`src/rtl/bor_pkg.sv`:
```
// Package for the byte offset reorder buffer.
// Holds buffer sizing, word and entry types, the sequencer states and the
// lowest-set-bit encoder. No dependencies.
package bor_pkg;

    localparam int BUFFER_DEPTH = 8;
    localparam int MAX_PAYLOAD  = 1024;

    localparam int IDX_W  = (BUFFER_DEPTH > 1) ? $clog2(BUFFER_DEPTH) : 1;
    localparam int OFF_W  = 32;
    localparam int SIZE_W = 11;
    localparam int TAG_W  = 8;

    localparam logic [SIZE_W-1:0] MAX_SIZE = SIZE_W'(MAX_PAYLOAD);

    typedef enum logic [1:0] {
        S_IDLE,
        S_DELIV,
        S_SCAN,
        S_ACK
    } t_state;

    typedef enum logic {
        KIND_DELIVER = 1'b0,
        KIND_ACK     = 1'b1
    } t_kind;

    typedef struct packed {
        logic [OFF_W-1:0]  off;
        logic [SIZE_W-1:0] size;
        logic              last;
        logic [TAG_W-1:0]  chan;
        logic [TAG_W-1:0]  hdl;
    } t_pkt;

    typedef struct packed {
        logic [OFF_W-1:0]  off;
        logic [SIZE_W-1:0] size;
        logic [TAG_W-1:0]  hdl;
        logic [TAG_W-1:0]  chan;
    } t_entry;

    typedef struct packed {
        t_kind             kind;
        logic [OFF_W-1:0]  off;
        logic [SIZE_W-1:0] size;
        logic [TAG_W-1:0]  hdl;
        logic [TAG_W-1:0]  chan;
        logic              is_last;
        logic              last_result;
    } t_out;

    function automatic logic [IDX_W-1:0] lowest_set(input logic [BUFFER_DEPTH-1:0] v);
        logic [IDX_W-1:0] idx;
        idx = '0;
        for (int i = BUFFER_DEPTH - 1; i >= 0; i--) begin
            if (v[i]) begin
                idx = IDX_W'(i);
            end
        end
        return idx;
    endfunction

endpackage

```
`src/rtl/byte_offset_reorder_buffer.sv`:
```
// Byte offset reorder buffer: in-order delivery, parking of early packets,
// drain of parked entries and acknowledgement. Depends on bor_pkg.
//
//  channel  dir  tdata (low bit up)                             tuser  tlast
//  s        in   seq_offset, byte_count, channel, payload_handle -     is_last_pkt
//  m        out  out_offset, out_size, out_handle, out_channel,  kind   last_result
//                out_is_last_pkt
//
// A dropped packet stays in idle, an early one visits ack, an in-order one deliver,
// scan and ack; the scan tests one valid entry at a time from the lowest, restarting
// after each delivery. One shared comparator and adder does all offset work.
// Reset is synchronous active low and clears the expected offset and all
// valid bits at once. A stalled output word holds the sequencer at its next emit.
module byte_offset_reorder_buffer (
    input  logic        i_clk,
    input  logic        i_rst_n,
    input  logic        i_s_tvalid,
    output logic        o_s_tready,
    input  logic [63:0] i_s_tdata,   // seq_offset, byte_count, channel, payload_handle
    input  logic        i_s_tlast,
    output logic        o_m_tvalid,
    input  logic        i_m_tready,
    output logic [63:0] o_m_tdata,   // out_offset, out_size, out_handle, out_channel,
                                     // out_is_last_pkt
    output logic [0:0]  o_m_tuser,   // kind
    output logic        o_m_tlast
);

    bor_pkg::t_state r_state, n_state;
    bor_pkg::t_pkt   r_pkt, n_pkt;
    bor_pkg::t_out   r_out, n_out;
    bor_pkg::t_entry r_ent [bor_pkg::BUFFER_DEPTH];

    logic                            r_ovalid, n_ovalid;
    logic [bor_pkg::OFF_W-1:0]       r_expected, n_expected;
    logic [bor_pkg::BUFFER_DEPTH-1:0] r_valid, n_valid;
    logic [bor_pkg::BUFFER_DEPTH-1:0] r_scan_mask, n_scan_mask;

    logic [bor_pkg::OFF_W-1:0]  w_in_off;
    logic [bor_pkg::SIZE_W-1:0] w_in_size_raw;
    logic [bor_pkg::SIZE_W-1:0] w_in_size;
    logic [bor_pkg::TAG_W-1:0]  w_in_chan;
    logic [bor_pkg::TAG_W-1:0]  w_in_hdl;
    logic                       w_accept;
    logic                       w_out_free;
    logic [bor_pkg::IDX_W-1:0]  w_scan_idx;
    logic [bor_pkg::IDX_W-1:0]  w_free_idx;
    logic                       w_has_free;
    bor_pkg::t_entry            w_ent;
    logic [bor_pkg::OFF_W-1:0]  w_cmp_a;
    logic                       w_match;
    logic [bor_pkg::SIZE_W-1:0] w_add_b;
    logic [bor_pkg::OFF_W-1:0]  w_sum;
    logic                       w_wr_en;

    assign w_in_off      = i_s_tdata[31:0];
    assign w_in_size_raw = i_s_tdata[42:32];
    assign w_in_chan     = i_s_tdata[50:43];
    assign w_in_hdl      = i_s_tdata[58:51];
    assign w_in_size     = (w_in_size_raw > bor_pkg::MAX_SIZE) ? bor_pkg::MAX_SIZE
                                                              : w_in_size_raw;

    assign o_s_tready = (r_state == bor_pkg::S_IDLE);
    assign w_accept   = i_s_tvalid && o_s_tready;
    assign w_out_free = !r_ovalid || i_m_tready;

    assign w_scan_idx = bor_pkg::lowest_set(r_scan_mask);
    assign w_free_idx = bor_pkg::lowest_set(~r_valid);
    assign w_has_free = |(~r_valid);
    assign w_ent      = r_ent[w_scan_idx];

    // shared compare and add unit
    assign w_cmp_a = (r_state == bor_pkg::S_IDLE) ? w_in_off : w_ent.off;
    assign w_match = (w_cmp_a == r_expected);
    assign w_add_b = (r_state == bor_pkg::S_DELIV) ? r_pkt.size : w_ent.size;
    assign w_sum   = r_expected + bor_pkg::OFF_W'(w_add_b);

    assign w_wr_en = w_accept && !w_match && w_has_free;

    always_comb begin
        n_state = r_state;
        unique case (r_state)
            bor_pkg::S_IDLE: begin
                if (w_accept) begin
                    if (w_match) begin
                        n_state = bor_pkg::S_DELIV;
                    end else if (w_has_free) begin
                        n_state = bor_pkg::S_ACK;
                    end
                end
            end
            bor_pkg::S_DELIV: begin
                if (w_out_free) begin
                    n_state = bor_pkg::S_SCAN;
                end
            end
            bor_pkg::S_SCAN: begin
                if (r_scan_mask == '0) begin
                    n_state = bor_pkg::S_ACK;
                end
            end
            bor_pkg::S_ACK: begin
                if (w_out_free) begin
                    n_state = bor_pkg::S_IDLE;
                end
            end
            default: n_state = bor_pkg::S_IDLE;
        endcase
    end

    always_comb begin
        n_pkt       = r_pkt;
        n_out       = r_out;
        n_ovalid    = r_ovalid && !i_m_tready;
        n_expected  = r_expected;
        n_valid     = r_valid;
        n_scan_mask = r_scan_mask;
        unique case (r_state)
            bor_pkg::S_IDLE: begin
                if (w_accept) begin
                    n_pkt.off  = w_in_off;
                    n_pkt.size = w_in_size;
                    n_pkt.last = i_s_tlast;
                    n_pkt.chan = w_in_chan;
                    n_pkt.hdl  = w_in_hdl;
                    if (w_wr_en) begin
                        n_valid[w_free_idx] = 1'b1;
                    end
                end
            end
            bor_pkg::S_DELIV: begin
                if (w_out_free) begin
                    n_ovalid          = 1'b1;
                    n_out.kind        = bor_pkg::KIND_DELIVER;
                    n_out.off         = r_pkt.off;
                    n_out.size        = r_pkt.size;
                    n_out.hdl         = r_pkt.hdl;
                    n_out.chan        = r_pkt.chan;
                    n_out.is_last     = 1'b0;
                    n_out.last_result = 1'b0;
                    n_expected        = w_sum;
                    n_scan_mask       = r_valid;
                end
            end
            bor_pkg::S_SCAN: begin
                if (r_scan_mask != '0) begin
                    if (w_match) begin
                        if (w_out_free) begin
                            n_ovalid              = 1'b1;
                            n_out.kind            = bor_pkg::KIND_DELIVER;
                            n_out.off             = w_ent.off;
                            n_out.size            = w_ent.size;
                            n_out.hdl             = w_ent.hdl;
                            n_out.chan            = w_ent.chan;
                            n_out.is_last         = 1'b0;
                            n_out.last_result     = 1'b0;
                            n_expected            = w_sum;
                            n_valid[w_scan_idx]   = 1'b0;
                            n_scan_mask           = r_valid;
                            n_scan_mask[w_scan_idx] = 1'b0;
                        end
                    end else begin
                        n_scan_mask[w_scan_idx] = 1'b0;
                    end
                end
            end
            bor_pkg::S_ACK: begin
                if (w_out_free) begin
                    n_ovalid          = 1'b1;
                    n_out.kind        = bor_pkg::KIND_ACK;
                    n_out.off         = r_pkt.off;
                    n_out.size        = '0;
                    n_out.hdl         = '0;
                    n_out.chan        = r_pkt.chan;
                    n_out.is_last     = r_pkt.last;
                    n_out.last_result = 1'b1;
                    if (r_pkt.last) begin
                        n_expected = '0;
                        n_valid    = '0;
                    end
                end
            end
            default: begin
                n_ovalid = 1'b0;
            end
        endcase
    end

    always_ff @(posedge i_clk) begin
        if (!i_rst_n) begin
            r_state     <= bor_pkg::S_IDLE;
            r_ovalid    <= 1'b0;
            r_expected  <= '0;
            r_valid     <= '0;
            r_scan_mask <= '0;
        end else begin
            r_state     <= n_state;
            r_ovalid    <= n_ovalid;
            r_expected  <= n_expected;
            r_valid     <= n_valid;
            r_scan_mask <= n_scan_mask;
        end
    end

    always_ff @(posedge i_clk) begin
        r_pkt <= n_pkt;
        r_out <= n_out;
        if (w_wr_en) begin
            r_ent[w_free_idx] <= '{off: w_in_off, size: w_in_size,
                                   hdl: w_in_hdl, chan: w_in_chan};
        end
    end

    assign o_m_tvalid   = r_ovalid;
    assign o_m_tdata    = {4'b0, r_out.is_last, r_out.chan, r_out.hdl,
                           r_out.size, r_out.off};
    assign o_m_tuser[0] = r_out.kind;
    assign o_m_tlast    = r_out.last_result;

`ifndef SYNTHESIS
    a_last_marks_ack: assert property (@(posedge i_clk) disable iff (!i_rst_n)
        o_m_tvalid |-> (o_m_tlast == o_m_tuser[0]))
        else $error("last_result set on a word that is not an acknowledgement");

    a_ack_no_payload: assert property (@(posedge i_clk) disable iff (!i_rst_n)
        (o_m_tvalid && o_m_tuser[0]) |-> (o_m_tdata[50:32] == '0))
        else $error("acknowledgement carries size or handle");

    a_scan_subset: assert property (@(posedge i_clk) disable iff (!i_rst_n)
        (r_state == bor_pkg::S_SCAN) |-> ((r_scan_mask & ~r_valid) == '0))
        else $error("scan visits an entry that is not valid");

    a_final_clears: assert property (@(posedge i_clk) disable iff (!i_rst_n)
        (r_state == bor_pkg::S_ACK && w_out_free && r_pkt.last)
            |=> (r_valid == '0 && r_expected == '0))
        else $error("final acknowledgement did not clear the buffer");

    a_stall_holds_seq: assert property (@(posedge i_clk) disable iff (!i_rst_n)
        (r_state == bor_pkg::S_DELIV && !w_out_free) |=> $stable(r_expected))
        else $error("expected offset moved while delivery stalled");
`endif

endmodule

```
`config.mk`:
```
export PLATFORM = sky130hd
export DESIGN_NAME = byte_offset_reorder_buffer
export DESIGN_NICKNAME = d
export VERILOG_FILES = /design/src/rtl/bor_pkg.sv /design/src/rtl/byte_offset_reorder_buffer.sv
export SDC_FILE = /design/constraint.sdc
export NUM_CORES = 1
export LEC_CHECK = 0
export BUFFER_PORTS_ARGS = -buffer_cell sky130_fd_sc_hd__buf_2
export CORE_ASPECT_RATIO = 1.25
export CORE_MARGIN = 5
export CORE_UTILIZATION = 40
export CTS_CLUSTER_DIAMETER = 80
export CTS_CLUSTER_SIZE = 20
export DETAILED_ROUTE_END_ITERATION = 10
export HOLD_SLACK_MARGIN = 0.06
export PLACE_DENSITY = 0.56
export SLEW_MARGIN = 20
export SYNTH_ARGS = -nofsm -noshare
export SYNTH_HDL_FRONTEND = slang
export SYNTH_SLANG_ARGS = --single-unit
```
`constraint.sdc`:
```
create_clock -name i_clk -period 10.9 [get_ports i_clk]
set_input_delay 2.18 -clock i_clk [delete_from_list [all_inputs] [get_ports i_clk]]
set_output_delay 2.18 -clock i_clk [all_outputs]
set_load 0.01 [all_outputs]
```
# Word level (Yosys, flattened, before mapping)
# Memory sizes are Yosys's and may differ from the RTL's.
# Cells that the tools add are included.
# totals
register_bits,173
latchBits,0
ramBits,472
rom_bits,0
inputBits,69
out_inout_bits,68
word_cells,128
mem_count,1
# op_classes
n_addsub,1
multipliers,0
div_mod_pow,0
order_cmp,5
eq_ne,15
shift,0
n_mux,60
bitwise_logic,5
reduce_logical,24
# mem_list
name,words,word_bits,read_ports,rd_ports_with_merged_regs,write_ports,line,source
r_ent,8,59,1,0,1,byte_offset_reorder_buffer.sv:32,bor_pkg::t_entry r_ent [bor_pkg::BUFFER_DEPTH];
# op_table
op,count
two-way mux 62 bit,5
two-way mux 32 bit,6
case mux 62 bit (3 select lines),1
case mux 32 bit (3 select lines),1
two-way mux 8 bit,10
two-way mux 3 bit,16
adder 32 x 11 -> 32 bit,1
equality test 32 bit,1
case mux 8 bit (3 select lines),1
two-way mux 11 bit,2
bitwise AND 8 bit,2
NOT 8 bit,2
case mux 8 bit (2 select lines),1
"inequality test 2 bit, second input constant",7
two-way mux 2 bit,6
"> comparator 11 bit, second input constant",1
AND reduction 5 bit,2
logical NOT 8 bit,1
"< comparator 3 x 4 -> 1 bit, second input constant",2
bitwise OR 8 bit,1
case mux 2 bit (4 select lines),1
AND reduction 8 bit,1
nonzero test 8 bit,1
OR reduction 8 bit,1
19 further kinds,37

# Longest topological paths before layout
# depth
ltp_word,18
mapped_depth,26
ltp_nobuf,20

# Worst setup path before layout
# Ideal clock, no wire load.
# synth_path
path_kind,input -> register
startpoint,input i_s_tdata[13]
endpoint,"register r_out (netlist bit o_m_tdata[0]), enable pin"
setup_ps,480
arrival_ps,6633
required_time_ps,10420
path_slack_ps,3786
stages,10
path_buffers,1
cell_sequence,xor2_1 > nor4_1 > nand4_1 > o31ai_1 > o2111ai_1 > nor4b_4 > nand3_1 > clkbuf_1 > o31a_1 > nor2_1
# synth_between
elab_chain_cells,4
# synth_lines
item,line,source
from (decl),byte_offset_reorder_buffer.sv:19,"input logic [63:0] i_s_tdata,"
two-way mux 32 bit,byte_offset_reorder_buffer.sv:73,assign w_cmp_a = (r_state == bor_pkg::S_IDLE) ? w_in_off : w_ent.off;
equality test 32 bit,byte_offset_reorder_buffer.sv:74,assign w_match = (w_cmp_a == r_expected);
inequality test 2 bit (no line),-,
AND reduction 6 bit (no line),-,
to (signal assigned),byte_offset_reorder_buffer.sv:207,r_out <= n_out;
to (decl),byte_offset_reorder_buffer.sv:31,"bor_pkg::t_out r_out, n_out;"
# Every way passes these cells.
# A chain may end at the register's enable or synchronous reset.

# Final worst setup path
# layout_path
startpoint,register r_scan_mask[5] (netlist bit)
endpoint,"register r_out (netlist bit o_m_tdata[15]), enable pin"
# layout_between
elab_chain_cells,11
word_cells_on_any_way,13
classes_between,eq/ne: 3; mux: 7; reduce/logical: 2; memory: 1
# layout_lines
item,line,source
from (decl),byte_offset_reorder_buffer.sv:37,"logic [bor_pkg::BUFFER_DEPTH-1:0] r_scan_mask, n_scan_mask;"
from (signal assigned),byte_offset_reorder_buffer.sv:201,r_scan_mask <= n_scan_mask;
two-way mux 3 bit (6 in a row),bor_pkg.sv:57,if (v[i]) begin
memory read (8 x 59 bit),-,
two-way mux 32 bit,byte_offset_reorder_buffer.sv:73,
equality test 32 bit,byte_offset_reorder_buffer.sv:74,
inequality test 2 bit (no line),-,
AND reduction 6 bit (no line) (*),-,
# Mark *: on every way between the ends. The rest lies on a longest branch, timed or not.

==> results.json <==
{
  "status": "finished clean",
  "synth_warnings": 0,
  "antenna_left": 0,
  "path_common_cell": "buf_4",
  "slowest_delay_ns": 1.05,
  "tns_ns": 0,
  "p_per_area_mw_per_mm2": 218,
  "die_h_um": 303,
  "rsz0062_at_grt": "no",
  "post_cts_resized": 0,
  "skew_ns": 0.0363,
  "cp_max_fo": 51,
  "power_mw": 6.61,
  "use_met3_pct": 3.46,
  "timing.fmax_mhz": 137,
  "crit_type": "flop to flop",
  "fp-row-count": 107,
  "area_delta_synth_final_pct": 10.2,
  "worst-endpoint-required_ns": 11.13,
  "multi_input_area_mm2": 0.00811,
  "post_dp_cell_area_mm2": 0.0291,
  "cts_root_buffer": "clkbuf_16",
  "tightest_slew_ns": 1.10,
  "avgSynthCellArea_um2": 13.3,
  "clkSinkCount": 644,
  "first_iter_violations": 1807,
  "overflow": 0,
  "ctsHoldBuffers": 0,
  "totalWireLength_mm": 82.5,
  "finalSetupViolCount": 0,
  "wl_per_cell_um": 27.2,
  "grt.met2_usage_pct": 36.8,
  "clock_latency_ns": 0.60,
  "core-area_mm2": 0.0683,
  "fin_cells": 3037,
  "ys_async_sr_fraction_pct": 0,
  "start_util_pct": 40.3,
  "worstPathCellList": "o21ai_2 -> nand2_4 -> buf_4 -> mux4_2 -> and3_1 -> o41a_1 -> nor2_1 -> nor4b_4 -> nand3_1 -> o31a_1 -> nor2_4 -> buf_4",
  "cts_buffers": 39,
  "cp.arrival_ns": 7.55,
  "dp_hpwl_mm": 50.9,
  "syn_inst": 2073,
  "viasPerCell": 6.06,
  "use_met1_pct": 28.7,
  "final_common_cell": "edfxtp_1",
  "drv_cap": 0,
  "n_fill_cell": 6203,
  "post_cts_buffers": 0,
  "netlist_area_mm2": 0.0275,
  "final_nets": 2224,
  "tritoncts": "yes",
  "cp_top_family": "simple AND/OR/NAND/NOR gates",
  "grt_max_degree": 62,
  "yosys_register_bits": 644,
  "vias": 18400,
  "yosysUniqueCellTypes": 101,
  "post-route-min-period_ns": 7.32,
  "cts_buffer_depth": 3,
  "path_buf_inv": 2,
  "dieArea_mm2": 0.0743,
  "grt_pass1_vias": 18300,
  "clk_pin_slew_ns": 0.09,
  "critPathLaunchType": "flop",
  "peakVddDrop_mv": 0.144,
  "fp.dieW_um": 245,
  "cp-end-kind": "flop",
  "grt_pass1_wl_mm": 121,
  "finish.instance_area_mm2": 0.0304,
  "ys_seq_area_share_pct": 68.3,
  "portBuffers": 127,
  "hold_viol_final": 0,
  "drcViolationCount": 0,
  "drive_gt1_share_pct": 13.3,
  "h-tree-depth": 2,
  "layout_common_cells": "edfxtp_1 (593), nand2_1 (278), buf_2 (127)",
  "slew_headroom_pct": 26.6,
  "regArea_mm2": 0.0188,
  "antenna_found_initial": 4,
  "period_share_pct": 67.2,
  "gp_congestion": 0.887,
  "placed_cells": 2966,
  "synth_edf_count": 593,
  "drv_slew": 0,
  "synthFlopType": "edfxtp_1",
  "slowest_stage": "dfxtp_1",
  "p_leak_nw": 9.92,
  "fin_util_pct": 44.5,
  "busiest_layer": "met2",
  "grt_use_total_pct": 21.7,
  "dr.pass1.iters": 7,
  "hold_path.class": "flop to flop",
  "pin_count": 137
}
[cell type report]
cell class,count,area share [%]
diodes,1,0.00824
well taps,872,3.59
clock buffers,61,3.62
repair buffers,170,3.33
flip-flops and latches,644,62.0
inverters,32,0.396
clock inverters,7,0.297
multi-input cells,1250,26.7
[path summary, 6_finish.rpt]
path / slack (ns) / cells past startpoint / endpoint / from
worst max register to register: 3.58 / 12 / o_m_tdata[15]$_DFFE_PP_ / r_scan_mask[5]$_SDFFE_PN0P_
worst min register to register: 0.53 / 1 / o_m_tdata[23]$_DFFE_PP_ / r_pkt[51]$_DFFE_PP_
worst min-delay path: 0.53 / 1 / o_m_tdata[23]$_DFFE_PP_ / r_pkt[51]$_DFFE_PP_
worst max-delay path: 3.58 / 12 / o_m_tdata[15]$_DFFE_PP_ / r_scan_mask[5]$_SDFFE_PN0P_
[where the power goes]
group | internal [mW] | leakage [nW] | switching, mW
clock | 0.733 | 0.576 | 0.827
combinational | 0.561 | 3.52 | 1.27
sequential | 3.10 | 5.82 | 0.121
total | 4.39 | 9.92 | 2.22
[synthesized netlist by cell type, types with 31 or more instances]
cell type | count | area, um^2
mux2i_1 | 37 | 370
edfxtp_1 | 593 | 17800
clkbuf_1 | 101 | 379
and3_1 | 56 | 350
nor2_1 | 62 | 233
o21ai_0 | 73 | 365
nand4_1 | 31 | 194
a211oi_1 | 43 | 323
nand3_1 | 94 | 470
a21oi_1 | 55 | 275
dfxtp_1 | 51 | 1020
nand2_1 | 279 | 1050
[sequential cells by signal (all words and copies together) (netlist names), 2 cells and up]
register,cells
r_expected,32
o_m_tdata,60
r_scan_mask,8
r_state,2
r_valid,8
r_ent,472
r_pkt,60
[per-stage QoR]
step / hold WS [ns] / worst slack [ns]
final: 0.526 / 3.58
after global routing: 0.557 / 3.19
after CTS: 0.530 / 3.57
after detailed placement: 0.510 / 3.63
after global placement: 0.498 / 3.68
after floorplan: 0.465 / 3.79
[routing by layer]
layer	vias to the layer above	routed length [um]
li1	8162	-
met1	9346	34200
met2	730	40000
met3	159	5260
met4	6	3040
met5	-	29
[cell families after synthesis]
family	share of synthesized area, %
simple gates	12.1
flops	68.3
compound gates	12.3
buf+inv	2.80
xor+xnor	1.59
mux	2.00
fa+ha+maj	0.845
other cells	0.0136
(Power assumes the default switching activity.)
